**src/rtl/core/lpl_pkg.sv**
```systemverilog
// lpl_pkg: types, register codes and fixed-point constants of the peak limiter
// no dependencies; used by lookahead_peak_limiter
package lpl_pkg;

   // field widths
   localparam int SAMPLE_W   = 16;
   localparam int GAIN_W     = 17;
   localparam int COEFF_W    = 16;
   localparam int CSR_IDX_W  = 3;
   localparam int CSR_DATA_W = 17;

   // shared shift-add multiplier: radix-4, one 2-bit digit per cycle
   localparam int MUL_W = 20;
   localparam int CNT_W = 4;
   localparam logic [CNT_W-1:0] DIV_LAST = 4'd15;  // 16 quotient bits
   localparam logic [CNT_W-1:0] MUL_LAST = 4'd7;   // 8 digits of 16 bits

   // gain constants, Q1.16
   localparam logic [GAIN_W-1:0] GAIN_UNITY      = 17'd65536;
   localparam logic [GAIN_W-1:0] GAIN_NEAR_UNITY = 17'd65471;

   // register indexes
   localparam logic [CSR_IDX_W-1:0] CSR_ENABLE    = 3'd0;
   localparam logic [CSR_IDX_W-1:0] CSR_THRESHOLD = 3'd1;
   localparam logic [CSR_IDX_W-1:0] CSR_ATTACK    = 3'd2;
   localparam logic [CSR_IDX_W-1:0] CSR_RELEASE   = 3'd3;

   // register reset values
   localparam logic                  RST_ENABLE    = 1'b1;
   localparam logic [GAIN_W-1:0]     RST_THRESHOLD = 17'd65536;
   localparam logic [COEFF_W-1:0]    RST_ATTACK    = 16'd58982;
   localparam logic [COEFF_W-1:0]    RST_RELEASE   = 16'd65529;

   typedef struct packed {
      logic signed [SAMPLE_W-1:0] sample_in;
      logic                       block_end;
   } req_payload_type;

   typedef struct packed {
      logic signed [SAMPLE_W-1:0] sample_out;
      logic                       block_active;
   } rsp_payload_type;

   typedef enum logic [2:0] {
      ST_IDLE,
      ST_LOAD,
      ST_DIV,
      ST_PREP,
      ST_SMOOTH,
      ST_SCALE,
      ST_DONE
   } lpl_state_type;

endpackage

```
**src/rtl/core/lpl_ram.sv**
```systemverilog
// lpl_ram: generic simple dual-port ram, one write and one registered read port
// no dependencies
module lpl_ram #(
   parameter int WIDTH = 16,
   parameter int DEPTH = 64
) (
   input  logic                     clock,
   input  logic                     wr_en,
   input  logic [$clog2(DEPTH)-1:0] wr_addr,
   input  logic [WIDTH-1:0]         wr_data,
   input  logic [$clog2(DEPTH)-1:0] rd_addr,
   output logic [WIDTH-1:0]         rd_data
);

   logic [WIDTH-1:0] mem_ff [DEPTH];
   logic [WIDTH-1:0] rd_data_ff;

   // write port and registered read
   always_ff @(posedge clock) begin
      if (wr_en) begin
         mem_ff[wr_addr] <= wr_data;
      end
      rd_data_ff <= mem_ff[rd_addr];
   end

   assign rd_data = rd_data_ff;

endmodule

```
**src/rtl/core/lookahead_peak_limiter.sv**
```systemverilog
// lookahead_peak_limiter: look-ahead peak limiter with ring delay line and smoothed gain
// depends on lpl_pkg and lpl_ram
//
//   channel  ports                          dir  payload
//   req      req_valid/req_ready/req_data   in   sample_in, block_end
//   rsp      rsp_valid/rsp_ready/rsp_data   out  sample_out, block_active
//   csr      csr_valid/csr_ready            in   csr_index, csr_wdata
//
// one item at a time: enabled, the sample is loaded, run through the bit-serial divider
// (one quotient bit per cycle) only when it exceeds the threshold, then through two passes of
// the shared radix-4 shift-add multiplier; disabled, it goes straight to the hand-off state.
// reset leaves the delay line uncleared: a fill flag returns zero until the write
// pointer has wrapped once, so there is no clearing pass and the block is ready at once.
// a stalled result waits in the output register while the next item is taken.
module lookahead_peak_limiter #(
   parameter int LOOKAHEAD_DEPTH = 64
) (
   input  logic                                  clock,
   input  logic                                  reset,
   input  logic                                  req_valid,
   output logic                                  req_ready,
   input  lpl_pkg::req_payload_type              req_data,
   output logic                                  rsp_valid,
   input  logic                                  rsp_ready,
   output lpl_pkg::rsp_payload_type              rsp_data,
   input  logic                                  csr_valid,
   output logic                                  csr_ready,
   input  logic [lpl_pkg::CSR_IDX_W-1:0]         csr_index,
   input  logic [lpl_pkg::CSR_DATA_W-1:0]        csr_wdata
);

   localparam int PTR_W = $clog2(LOOKAHEAD_DEPTH);
   localparam logic [PTR_W-1:0] PTR_LAST = PTR_W'(LOOKAHEAD_DEPTH - 1);

   // control state
   lpl_pkg::lpl_state_type              state_ff, state_in;
   logic                                enable_ff, enable_in;
   logic [lpl_pkg::GAIN_W-1:0]          thr_ff, thr_in;
   logic [lpl_pkg::COEFF_W-1:0]         attack_ff, attack_in;
   logic [lpl_pkg::COEFF_W-1:0]         release_ff, release_in;
   logic [PTR_W-1:0]                    ptr_ff, ptr_in;
   logic                                filled_ff, filled_in;
   logic [lpl_pkg::GAIN_W-1:0]          gain_ff, gain_in;
   logic                                seen_ff, seen_in;
   logic                                rsp_valid_ff, rsp_valid_in;

   // datapath
   logic signed [lpl_pkg::SAMPLE_W-1:0] x_ff, x_in;
   logic                                last_ff, last_in;
   logic signed [lpl_pkg::SAMPLE_W-1:0] d_ff, d_in;
   logic [lpl_pkg::GAIN_W-1:0]          absx_ff, absx_in;
   logic                                limited_ff, limited_in;
   logic [lpl_pkg::GAIN_W-1:0]          rem_ff, rem_in;
   logic [lpl_pkg::GAIN_W-1:0]          target_ff, target_in;
   logic                                falling_ff, falling_in;
   logic signed [lpl_pkg::MUL_W-1:0]    mcand_ff, mcand_in;
   logic [lpl_pkg::COEFF_W-1:0]         mplier_ff, mplier_in;
   logic signed [lpl_pkg::MUL_W-1:0]    acc_ff, acc_in;
   logic [lpl_pkg::CNT_W-1:0]           cnt_ff, cnt_in;
   lpl_pkg::rsp_payload_type            res_ff, res_in;
   lpl_pkg::rsp_payload_type            rsp_data_ff, rsp_data_in;

   // combinational helpers
   logic                                csr_write;
   logic [lpl_pkg::SAMPLE_W-1:0]        x_mag;
   logic [lpl_pkg::GAIN_W-1:0]          absx_now;
   logic [lpl_pkg::GAIN_W:0]            rem_dbl;
   logic [lpl_pkg::GAIN_W:0]            rem_sub;
   logic                                div_bit;
   logic signed [lpl_pkg::MUL_W-1:0]    addend0, addend1, step_sum, acc_step;
   logic [lpl_pkg::GAIN_W-1:0]          dist_part;
   logic [lpl_pkg::GAIN_W-1:0]          gain_calc, gain_next;
   logic                                tgt_below;
   logic [lpl_pkg::GAIN_W-1:0]          dist_now;
   logic                                ram_wr_en;
   logic [lpl_pkg::SAMPLE_W-1:0]        ram_rd_data;

   // delay line
   lpl_ram #(
      .WIDTH (lpl_pkg::SAMPLE_W),
      .DEPTH (LOOKAHEAD_DEPTH)
   ) u_delay (
      .clock   (clock),
      .wr_en   (ram_wr_en),
      .wr_addr (ptr_ff),
      .wr_data (x_ff),
      .rd_addr (ptr_ff),
      .rd_data (ram_rd_data)
   );

   assign csr_write = csr_valid && csr_ready;
   assign csr_ready = 1'b1;
   assign req_ready = (state_ff == lpl_pkg::ST_IDLE);
   assign rsp_valid = rsp_valid_ff;
   assign rsp_data  = rsp_data_ff;

   // 2*|x| in Q1.16, up to unity
   assign x_mag    = x_ff[lpl_pkg::SAMPLE_W-1] ? lpl_pkg::SAMPLE_W'(-x_ff) : x_ff;
   assign absx_now = {x_mag, 1'b0};

   // restoring divider step, one quotient bit
   assign rem_dbl = {rem_ff, 1'b0};
   assign rem_sub = rem_dbl - {1'b0, absx_ff};
   assign div_bit = (rem_dbl >= {1'b0, absx_ff});

   // radix-4 shift-add step, low digit first, result floor(a*m / 2^16) after 8 steps
   assign addend0  = mplier_ff[0] ? mcand_ff : '0;
   assign addend1  = mplier_ff[1] ? (mcand_ff <<< 1) : '0;
   assign step_sum = acc_ff + addend0 + addend1;
   assign acc_step = step_sum >>> 2;

   // smoother update from the truncated distance product
   assign dist_part = acc_step[lpl_pkg::GAIN_W-1:0];
   assign gain_calc = falling_ff ? (target_ff + dist_part) : (target_ff - dist_part);
   assign gain_next = (!falling_ff && gain_calc >= lpl_pkg::GAIN_NEAR_UNITY) ?
                      lpl_pkg::GAIN_UNITY : gain_calc;

   // attack when the target lies below the current gain
   assign tgt_below = (target_ff < gain_ff);
   assign dist_now  = tgt_below ? (gain_ff - target_ff) : (target_ff - gain_ff);

   // next state and datapath
   always_comb begin
      state_in     = state_ff;
      enable_in    = enable_ff;
      thr_in       = thr_ff;
      attack_in    = attack_ff;
      release_in   = release_ff;
      ptr_in       = ptr_ff;
      filled_in    = filled_ff;
      gain_in      = gain_ff;
      seen_in      = seen_ff;
      rsp_valid_in = rsp_valid_ff;
      x_in         = x_ff;
      last_in      = last_ff;
      d_in         = d_ff;
      absx_in      = absx_ff;
      limited_in   = limited_ff;
      rem_in       = rem_ff;
      target_in    = target_ff;
      falling_in   = falling_ff;
      mcand_in     = mcand_ff;
      mplier_in    = mplier_ff;
      acc_in       = acc_ff;
      cnt_in       = cnt_ff;
      res_in       = res_ff;
      rsp_data_in  = rsp_data_ff;
      ram_wr_en    = 1'b0;

      // output register drains on transfer
      if (rsp_valid_ff && rsp_ready) begin
         rsp_valid_in = 1'b0;
      end

      case (state_ff)
         lpl_pkg::ST_IDLE: begin
            if (req_valid) begin
               x_in    = req_data.sample_in;
               last_in = req_data.block_end;
               if (enable_ff) begin
                  state_in = lpl_pkg::ST_LOAD;
               end else begin
                  res_in.sample_out   = req_data.sample_in;
                  res_in.block_active = 1'b0;
                  state_in            = lpl_pkg::ST_DONE;
               end
            end
         end
         lpl_pkg::ST_LOAD: begin
            // oldest sample out, new sample in
            d_in       = filled_ff ? $signed(ram_rd_data) : '0;
            ram_wr_en  = 1'b1;
            ptr_in     = (ptr_ff == PTR_LAST) ? '0 : ptr_ff + 1'b1;
            filled_in  = filled_ff || (ptr_ff == PTR_LAST);
            absx_in    = absx_now;
            limited_in = (absx_now > thr_ff);
            rem_in     = thr_ff;
            cnt_in     = '0;
            if (absx_now > thr_ff) begin
               target_in = '0;
               state_in  = lpl_pkg::ST_DIV;
            end else begin
               target_in = lpl_pkg::GAIN_UNITY;
               state_in  = lpl_pkg::ST_PREP;
            end
         end
         lpl_pkg::ST_DIV: begin
            // target = threshold * 2^16 / (2*|x|)
            rem_in    = div_bit ? rem_sub[lpl_pkg::GAIN_W-1:0] : rem_dbl[lpl_pkg::GAIN_W-1:0];
            target_in = {target_ff[lpl_pkg::GAIN_W-2:0], div_bit};
            cnt_in    = cnt_ff + 1'b1;
            if (cnt_ff == lpl_pkg::DIV_LAST) begin
               state_in = lpl_pkg::ST_PREP;
            end
         end
         lpl_pkg::ST_PREP: begin
            falling_in = tgt_below;
            mcand_in   = {3'b000, dist_now};
            mplier_in  = tgt_below ? attack_ff : release_ff;
            acc_in     = '0;
            cnt_in     = '0;
            state_in   = lpl_pkg::ST_SMOOTH;
         end
         lpl_pkg::ST_SMOOTH: begin
            acc_in    = acc_step;
            mplier_in = mplier_ff >> 2;
            cnt_in    = cnt_ff + 1'b1;
            if (cnt_ff == lpl_pkg::MUL_LAST) begin
               gain_in   = gain_next;
               mcand_in  = {{4{d_ff[lpl_pkg::SAMPLE_W-1]}}, d_ff};
               mplier_in = gain_next[lpl_pkg::COEFF_W-1:0];
               acc_in    = '0;
               cnt_in    = '0;
               state_in  = lpl_pkg::ST_SCALE;
            end
         end
         lpl_pkg::ST_SCALE: begin
            acc_in    = acc_step;
            mplier_in = mplier_ff >> 2;
            cnt_in    = cnt_ff + 1'b1;
            if (cnt_ff == lpl_pkg::MUL_LAST) begin
               // unity gain passes the delayed sample as it is
               res_in.sample_out = gain_ff[lpl_pkg::GAIN_W-1] ?
                                   d_ff : acc_step[lpl_pkg::SAMPLE_W-1:0];
               res_in.block_active = last_ff &&
                  (seen_ff || limited_ff || gain_ff < lpl_pkg::GAIN_NEAR_UNITY);
               seen_in  = last_ff ? 1'b0 : (seen_ff || limited_ff);
               state_in = lpl_pkg::ST_DONE;
            end
         end
         lpl_pkg::ST_DONE: begin
            if (!rsp_valid_ff || rsp_ready) begin
               rsp_valid_in = 1'b1;
               rsp_data_in  = res_ff;
               state_in     = lpl_pkg::ST_IDLE;
            end
         end
         default: begin
            state_in = lpl_pkg::ST_IDLE;
         end
      endcase

      // register writes
      if (csr_write) begin
         case (csr_index)
            lpl_pkg::CSR_ENABLE: begin
               enable_in = csr_wdata[0];
               if (!csr_wdata[0]) begin
                  ptr_in    = '0;
                  filled_in = 1'b0;
                  gain_in   = lpl_pkg::GAIN_UNITY;
                  seen_in   = 1'b0;
               end
            end
            lpl_pkg::CSR_THRESHOLD: thr_in     = csr_wdata;
            lpl_pkg::CSR_ATTACK:    attack_in  = csr_wdata[lpl_pkg::COEFF_W-1:0];
            lpl_pkg::CSR_RELEASE:   release_in = csr_wdata[lpl_pkg::COEFF_W-1:0];
            default: begin
            end
         endcase
      end
   end

   // control registers
   always_ff @(posedge clock) begin
      if (reset) begin
         state_ff     <= lpl_pkg::ST_IDLE;
         enable_ff    <= lpl_pkg::RST_ENABLE;
         thr_ff       <= lpl_pkg::RST_THRESHOLD;
         attack_ff    <= lpl_pkg::RST_ATTACK;
         release_ff   <= lpl_pkg::RST_RELEASE;
         ptr_ff       <= '0;
         filled_ff    <= 1'b0;
         gain_ff      <= lpl_pkg::GAIN_UNITY;
         seen_ff      <= 1'b0;
         rsp_valid_ff <= 1'b0;
      end else begin
         state_ff     <= state_in;
         enable_ff    <= enable_in;
         thr_ff       <= thr_in;
         attack_ff    <= attack_in;
         release_ff   <= release_in;
         ptr_ff       <= ptr_in;
         filled_ff    <= filled_in;
         gain_ff      <= gain_in;
         seen_ff      <= seen_in;
         rsp_valid_ff <= rsp_valid_in;
      end
   end

   // payload registers
   always_ff @(posedge clock) begin
      x_ff        <= x_in;
      last_ff     <= last_in;
      d_ff        <= d_in;
      absx_ff     <= absx_in;
      limited_ff  <= limited_in;
      rem_ff      <= rem_in;
      target_ff   <= target_in;
      falling_ff  <= falling_in;
      mcand_ff    <= mcand_in;
      mplier_ff   <= mplier_in;
      acc_ff      <= acc_in;
      cnt_ff      <= cnt_in;
      res_ff      <= res_in;
      rsp_data_ff <= rsp_data_in;
   end

   // gain never rises above unity
   a_gain_range: assert property (@(posedge clock) disable iff (reset)
      gain_ff <= lpl_pkg::GAIN_UNITY)
      else $error("smoothed gain above unity");

   // a disable write restores unity gain and an empty delay line
   a_disable_clears: assert property (@(posedge clock) disable iff (reset)
      (csr_write && csr_index == lpl_pkg::CSR_ENABLE && !csr_wdata[0]) |=>
      (gain_ff == lpl_pkg::GAIN_UNITY && ptr_ff == '0 && !filled_ff && !seen_ff))
      else $error("disable write left state behind");

   // the divider runs only for a limiting sample
   a_div_limited: assert property (@(posedge clock) disable iff (reset)
      (state_ff == lpl_pkg::ST_DIV) |-> limited_ff)
      else $error("division without limiting");

   // a limiting target stays below unity
   a_target_below: assert property (@(posedge clock) disable iff (reset)
      (state_ff == lpl_pkg::ST_PREP && limited_ff) |-> (target_ff < lpl_pkg::GAIN_UNITY))
      else $error("limiting target not below unity");

   // a result appears only from the hand-off state
   a_rsp_source: assert property (@(posedge clock) disable iff (reset)
      $rose(rsp_valid_ff) |-> ($past(state_ff) == lpl_pkg::ST_DONE))
      else $error("result register loaded outside hand-off");

endmodule

```
**config.mk**
```make
export PLATFORM = sky130hd
export DESIGN_NAME = lookahead_peak_limiter
export DESIGN_NICKNAME = d
export VERILOG_FILES = /design/src/rtl/core/lpl_pkg.sv /design/src/rtl/core/lpl_ram.sv /design/src/rtl/core/lookahead_peak_limiter.sv
export SDC_FILE = /design/constraint.sdc
export NUM_CORES = 2
export LEC_CHECK = 0
export BUFFER_PORTS_ARGS = -buffer_cell sky130_fd_sc_hd__buf_2
export CAP_MARGIN = 25
export CORE_MARGIN = 1.5
export CORE_UTILIZATION = 55
export CTS_BUF_LIST = sky130_fd_sc_hd__clkbuf_8
export CTS_CLUSTER_DIAMETER = 200
export CTS_CLUSTER_SIZE = 28
export DETAILED_ROUTE_END_ITERATION = 12
export GPL_ROUTABILITY_DRIVEN = 0
export PLACE_DENSITY_LB_ADDON = 0.2
export RECOVER_POWER = 25
export SLEW_MARGIN = 20
export SYNTH_ARGS = -nofsm -noshare
export SYNTH_HDL_FRONTEND = slang
export SYNTH_SLANG_ARGS = --single-unit
```
**constraint.sdc**
```tcl
create_clock -name clock -period 6.8 [get_ports clock]
set_input_delay 2.04 -clock clock [delete_from_list [all_inputs] [get_ports clock]]
set_output_delay 2.04 -clock clock [all_outputs]
set_load 0.02 [all_outputs]
```
* After elaboration in Yosys (flattened, before gate mapping)
Memories as Yosys holds them, arrays and structs flattened. A register that Yosys moved wholly into a read port is not among the register bits.
Index checks and enable logic that the tools add are counted.
** Storage, ports and cells
- Output and inout bits :: 20
- Bits in latches :: 0
- Flip-flop bits (word level) :: 258
- Bits in read-only memories :: 0
- RAM bits :: 1024
- Input port bits :: 42
- Memories kept :: 1
** Operators by class
- Muxes and demuxes :: 58
- Reductions and logical operators :: 27
- Shift operators :: 0
- Equal/unequal tests :: 18
- Magnitude comparators :: 5
- Bitwise logic cells :: 0
- Divide/modulo/power cells :: 0
- $mul :: 0
- Add/subtract/negate cells :: 10
** Memory list
- u_delay.mem_ff :: depth 64, bits a word 16, read ports 1, clocked after memory_dff 1, write ports 1, RTL line lpl_ram.sv:15 : logic [WIDTH-1:0] mem_ff [DEPTH];
** Operators by type and width (number)
- two-way mux 17 bit :: 13
- one-hot mux 17 bit (2 select lines) :: 3
- two-way mux 20 bit :: 4
- subtractor 17 bit :: 4
- two-way mux 16 bit :: 4
- one-hot mux 20 bit (3 select lines) :: 1
- one-hot mux 16 bit (3 select lines) :: 1
- adder 20 bit :: 2
- one-hot mux 20 bit (2 select lines) :: 1
- two-way mux 6 bit :: 5
- one-hot mux 3 bit (7 select lines) :: 1
- greater-or-equal comparator 18 x 17 -> 1 bit :: 1
- two-way mux 3 bit :: 6
- adder 17 bit :: 1
- greater-or-equal comparator 17 x 16 -> 1 bit (second input constant) :: 1
- greater-than comparator 17 bit :: 1
- < comparator 17 x 16 -> 1 bit (second input constant) :: 1
- < comparator 17 bit :: 1
- two-way mux 1 bit :: 17
- negator 16 bit :: 1
- AND reduction 2 bit :: 7
- == test 3 x 2 -> 1 bit (second input constant) :: 4
- != test 2 bit (second input constant) :: 6
- one-hot mux 4 bit (3 select lines) :: 1
- other kinds (17) :: 31

* Depth between registers and ports, before layout
- Depth after elaboration :: 13
- Mapped depth :: 26
- Gate-level depth less buffers :: 23

* Cells and area by module
Synthesis repeated with hierarchy kept, for this count alone.
** Unflattened totals
- Cells, all modules :: 3518
- Area, all modules :: 55993.7 um^2
** By module, submodules not included
- lpl_ram :: area an instance 40042.2 um^2, cells each 1829, seq. area each 31069.8 um^2, times used 1
- lookahead_peak_limiter :: area an instance 15951.5 um^2, cells each 1689, seq. area each 6836.6 um^2, times used 1

* Least setup slack after synthesis
Ideal clock, no wire load.
- Path kind :: reg-to-reg
- Start point :: reg mplier_ff[1] (netlist bit)
- End point :: reg mplier_ff[15] (netlist bit), data pin
- Cell stages (with the launch flop) :: 24
- Setup slack :: 0.781 ns
- Setup time :: 0.268 ns
- Data arrival time :: 5.751 ns
- Period minus slack after synthesis :: 6.019 ns
- Path through :: edfxtp_1 > clkbuf_1 > nand2_1 > fa_1 > nand4b_2 > fa_1 > nand2b_1 > a21oi_1 > mux2i_1 > nor4_4 > nor4b_4 > and3_1 > nor2_1 > xnor2_1 > ha_1 > or3_1 > o21ai_0 > xnor2_1 > or4b_2 > nor4b_1 > a21oi_2 > clkbuf_1 > nand2_1 > o22ai_1
** Between the ends
- Longest elaborated chain between the ends :: 9
- Elaborated cells between the ends (all ways) :: 10
- Classes of those cells :: add/sub: 3; order compare: 1; mux: 5; reduce/logical: 1
** Ends and longest elaborated chain
- from (decl) :: RTL line lookahead_peak_limiter.sv:57 : logic [lpl_pkg::COEFF_W-1:0] mplier_ff, mplier_in;
- from (signal assigned) :: RTL line lookahead_peak_limiter.sv:302 : mplier_ff <= mplier_in;
- two-way mux 20 bit * :: RTL line lookahead_peak_limiter.sv:108 : assign addend1 = mplier_ff[1] ? (mcand_ff <<< 1) : '0;
- adder 20 bit * :: RTL line lookahead_peak_limiter.sv:109 : assign step_sum = acc_ff + addend0 + addend1;
- subtractor 17 bit or adder 17 bit (tied branches) :: RTL line lookahead_peak_limiter.sv:114 : assign gain_calc = falling_ff ? (target_ff + dist_part) : (target_ff - dist_part);
- two-way mux 17 bit * :: RTL line lookahead_peak_limiter.sv:114
- greater-or-equal comparator 17 x 16 -> 1 bit :: RTL line lookahead_peak_limiter.sv:115 : assign gain_next = (!falling_ff && gain_calc >= lpl_pkg::GAIN_NEAR_UNITY) ?
- logical AND 1 bit :: RTL line lookahead_peak_limiter.sv:115
- two-way mux 17 bit * :: RTL line lookahead_peak_limiter.sv:115
- two-way mux 16 bit * :: RTL line lookahead_peak_limiter.sv:208 : if (cnt_ff == lpl_pkg::MUL_LAST) begin
- one-hot mux 16 bit (3 select lines) * :: RTL line lookahead_peak_limiter.sv:155 : case (state_ff)
- named net mplier_in, one bit :: RTL line lookahead_peak_limiter.sv:57
The timed path passes the listed nets; every way through them passes the cells marked *.
A chain may end at the register's enable or synchronous reset.

* Final worst setup path
- Start point :: reg mplier_ff[1] (netlist bit)
- End point :: reg mplier_ff[1] (netlist bit), data pin
The elaborated chain is that of the path after synthesis.

==> results.yml <==
clock_network:
  clkTransAtPathRegs_ns: 0.18
  cts_tree: "built"
  clkLatencyLatePin_ns: 0.83
  root_buffer: "sky130_fd_sc_hd__clkbuf_8"
  max-clock-path-buffers: 3
  cts_hold_repair.buffers: 0
  cts-buffers-inserted: 52
  clock-sinks: 1294
  total_number_of_h_tree_levels: 2
pwr:
  p_per_area_nw_per_um2: 349
  ir_worst_vdd_mv: 0.345
  power.leakage_nw: 18.3
synth:
  syn-instance-count: 3760
  synth_enable_flop_cells: 1199
  mappedNetlistArea_um2: 53600
  syn-num-nets: 3927
  ys.flop_type: "sky130_fd_sc_hd__edfxtp_1"
  synth.area.mux_share_pct: 0.311
  synth-seq-cells: 1294
  synth_compound_gate_area_share_pct: 14.2
  synth-warning-count: 0
  yosys.cell_types.count: 80
  synth_area_in_xor_xnor_pct: 1.32
  synth_seq_area_share_pct: 70.7
  postSynthAreaPerCell_um2: 14.3
  synth_simple_gate_area_share_pct: 7.73
  post_synth_arst_share_pct: 0
  synthAdderAreaFrac_pct: 3.24
  synth_top_family_by_area: "compound AO/OA/AOI/OAI gates"
placement:
  hpwl_mm: 88.0
  place.port_buffers: 60
sta:
  hold-worst-slack_ns: 0.426
  max_slew_vio_count: 633
  fin_worst_skew_ns: 0.0647
  post-route-min-period_ns: 6.39
  slew-limit-headroom_pct: -168
  fmaxAchievable_ghz: 0.156
  max_slew.worst_pin.slew_ns: 4.02
  report.final.setup_viol: 0
  unrepaired_setup_endpoints_after_global_routing: "no"
  setup-tns-final_ns: 0
  hold_viol_final: 0
  period_share_pct: 94.0
flow_run:
  drv.max_cap_violation_count: 10
critical_path:
  timing.rr.start: "mplier_ff[1]"
  timing.setup.critical_path_class: "flip-flop to flip-flop"
  critPathSlowestCell: "sky130_fd_sc_hd__edfxtp_1"
  cp_slowest_stage_delay_ns: 0.51
  cp.arrival_ns: 6.97
  cp-start-kind: "flip-flop"
  worstPathMaxFanout: 12
  crit_path_start: "mplier_ff[1]"
  worst_ep_required_time_ns: 7.38
  end_kind: "flip-flop"
  path_cells: "nand2_1, fa_1, nand4b_2, fa_1, nand2b_1, a21oi_1, xor2_1, nor4_4, nor4b_4, and3_1, nor2_1, xnor2_1, ha_1, and3_1, a211oi_1, and4_1, o311ai_0, buf_4, and4_1, a21oi_4, inv_1, o31ai_1"
routing:
  dr.first_iter.drc_count: 4701
  finalWirelength_mm: 146
  via_density_per_instance: 6.56
  detail_route.wl_per_cell_um: 28.6
  final_antenna_net_count: 0
  drtPass1Iterations: 6
  routed-via-count: 33400
  detail_route.drc_violations: 0
min_path:
  timing.hold.worst.class: "flip-flop to flip-flop"
  min-delay-start: "res_ff[15]"
floorplan:
  chipWidth_um: 315
  initial_core_util_pct: 55.5
  core_um2: 96600
  top_level_ports: 62
  die_h_um: 315
  row_count: 114
  dieArea_um2: 99300
final_layout:
  finish.net_count: 3969
  drive_above_1_share_pct: 7.57
  register_area_um2: 37900
  areaGrowthSynthToFinish_pct: 5.98
  filler_cell_count: 7487
  multiInputGateArea_um2: 14500
global_route:
  grt_start_max_net_pins: 118
  vias_in_the_first_global_route: 31500
  grt_first_pass_wirelength_mm: 211
  initial_antenna_violation_count: 3
  globalRoute.totalOverflow: 0
  grt_use_total_pct: 28.9
run_status:
  status: "finished with violations"
  violations: "max-capacitance violations, max-slew violations"
-- registers in the layout, summed over array words and instances, names as in the netlist, 3 cells and up --
name / count
mplier_ff: 16
thr_ff: 17
attack_ff: 16
u_delay.rd_data: 16
release_ff: 16
d_ff: 16
ptr_ff: 6
state_ff: 3
gain_ff: 17
rem_ff: 17
u_delay.mem_ff: 1024
acc_ff: 18
mcand_ff: 18
rsp_data: 17
res_ff: 17
x_ff: 16
target_ff: 17
cnt_ff: 4
absx_ff: 16
-- synthesized netlist by cell type, types with 27 or more instances --
master | count | share of area, %
sky130_fd_sc_hd__nor2_1 | 204 | 1.4
sky130_fd_sc_hd__nand3b_1 | 32 | 0.45
sky130_fd_sc_hd__nand2_1 | 259 | 1.8
sky130_fd_sc_hd__and2_1 | 55 | 0.64
sky130_fd_sc_hd__nand3_1 | 50 | 0.47
sky130_fd_sc_hd__nor4_1 | 27 | 0.32
sky130_fd_sc_hd__dfxtp_1 | 95 | 3.5
sky130_fd_sc_hd__edfxtp_1 | 1199 | 67
sky130_fd_sc_hd__inv_1 | 129 | 0.90
sky130_fd_sc_hd__a31oi_1 | 98 | 1.1
sky130_fd_sc_hd__ha_1 | 102 | 2.4
sky130_fd_sc_hd__clkbuf_1 | 184 | 1.3
sky130_fd_sc_hd__nor3_1 | 33 | 0.31
sky130_fd_sc_hd__or3_1 | 27 | 0.32
sky130_fd_sc_hd__nand4_1 | 40 | 0.47
sky130_fd_sc_hd__xnor2_1 | 52 | 0.85
sky130_fd_sc_hd__a21oi_1 | 152 | 1.4
sky130_fd_sc_hd__a22oi_1 | 356 | 5.0
sky130_fd_sc_hd__buf_1 | 29 | 0.20
sky130_fd_sc_hd__o21ai_0 | 75 | 0.70
sky130_fd_sc_hd__a22o_1 | 78 | 1.3
sky130_fd_sc_hd__o211ai_1 | 27 | 0.38
sky130_fd_sc_hd__a221oi_1 | 85 | 1.4
-- worst paths after layout --
kind                                      to  slack, ns  depth (start not counted)
worst min-delay path            rsp_data[15]       0.43                          0
worst max-delay path            mplier_ff[1]       0.41                         22
worst min register to register  rsp_data[15]       0.43                          0
worst max register to register  mplier_ff[1]       0.41                         22
-- repair_timing --
action,CTS,global route
cloned,0,2
gates resized for setup,1,4
pin swaps,0,2
setup endpoints to repair,1,26
setup buffers,0,1
hold endpoints to repair,0,0
-- cell type report --
class / instances / area share (%)
diodes: 3 / 0.0132
clock buffers: 53 / 1.28
clock inverters: 18 / 0.209
inverters: 130 / 0.859
multi-input cells: 2121 / 25.5
flip-flops and latches: 1294 / 66.7
well taps: 1276 / 2.81
repair buffers: 203 / 2.57
-- where the power goes --
part	leakage [nW]	internal, mW	total [mW]	switching (mW)
sequential	11.6	9.50	9.77	0.272
clock	0.487	0.738	2.98	2.25
combinational	6.16	2.49	7.08	4.59
total	18.3	12.7	19.8	7.11
-- logic make-up (layout without fill, tap and decap cells) --
kind of cell	count (synthesis)	count (layout)
buffers and inverters	347	404
flip-flops	1294	1294
XOR/XNOR	79	79
other	1	4
AO/OA/AOI/OAI	1061	1063
multiplexers	16	16
adder cells (fa/ha/maj)	125	125
AND/OR/NAND/NOR	837	837
-- layout by cell type (no fill, tap or decap), drive strengths merged, types with 13 or more instances in the layout --
master and n:
a21o 20, nor3 34, xnor2 52, and3 23, xor2 26, a21oi 156, o21a 15, nand4 40
or3 27, buf 187, a41oi 24, nand3b 32, edfxtp 1199, o211ai 28, a221oi 85, ha 102
o31ai 13, and2 56, a22o 78, dfxtp 95, nor4 28, nor2b 20, nor2 204, fa 23
nand2b 17, o21ai 101, a31oi 98, a222oi 14, clkbuf 69, inv 146, a311oi 14, a22oi 356
nand2 259, nand3 50
-- worst max-delay path, delay by kind of cell (launching register included) --
kind                       cells  cell delay, ns
adders and majority gates      3            1.25
xor gates and xnor gates       2            0.32
AOI/OAI and AO/OA              5            1.44
DFF                            1            0.51
and+or+nand+nor               10            2.26
buffers and inverters          2            0.41
-- routing by layer --
metal	share of wire [%]	track usage, %	wire length (um)	up-vias
met1	40	39.9	57800	16900
li1	-	-	-	14800
met2	49	48.1	71000	1526
met5	0	0	0	-
met3	7.7	3.10	11300	197
met4	3.8	10.2	5530	0
-- through the flow --
stage	instance area, um2	power, mW	utilization [%]	setup slack [ns]	std cells
floorplan	53600	14.5	-	0.781	3760
global placement	55800	16.6	57.8	0.125	5016
detailed placement	55900	16.7	57.9	0.100	5019
CTS	56700	19.6	58.7	0.269	5090
global route	56800	20.7	58.8	0.00490	5098
finish	56800	19.8	58.8	0.407	5098
(Power assumes the default switching activity.)
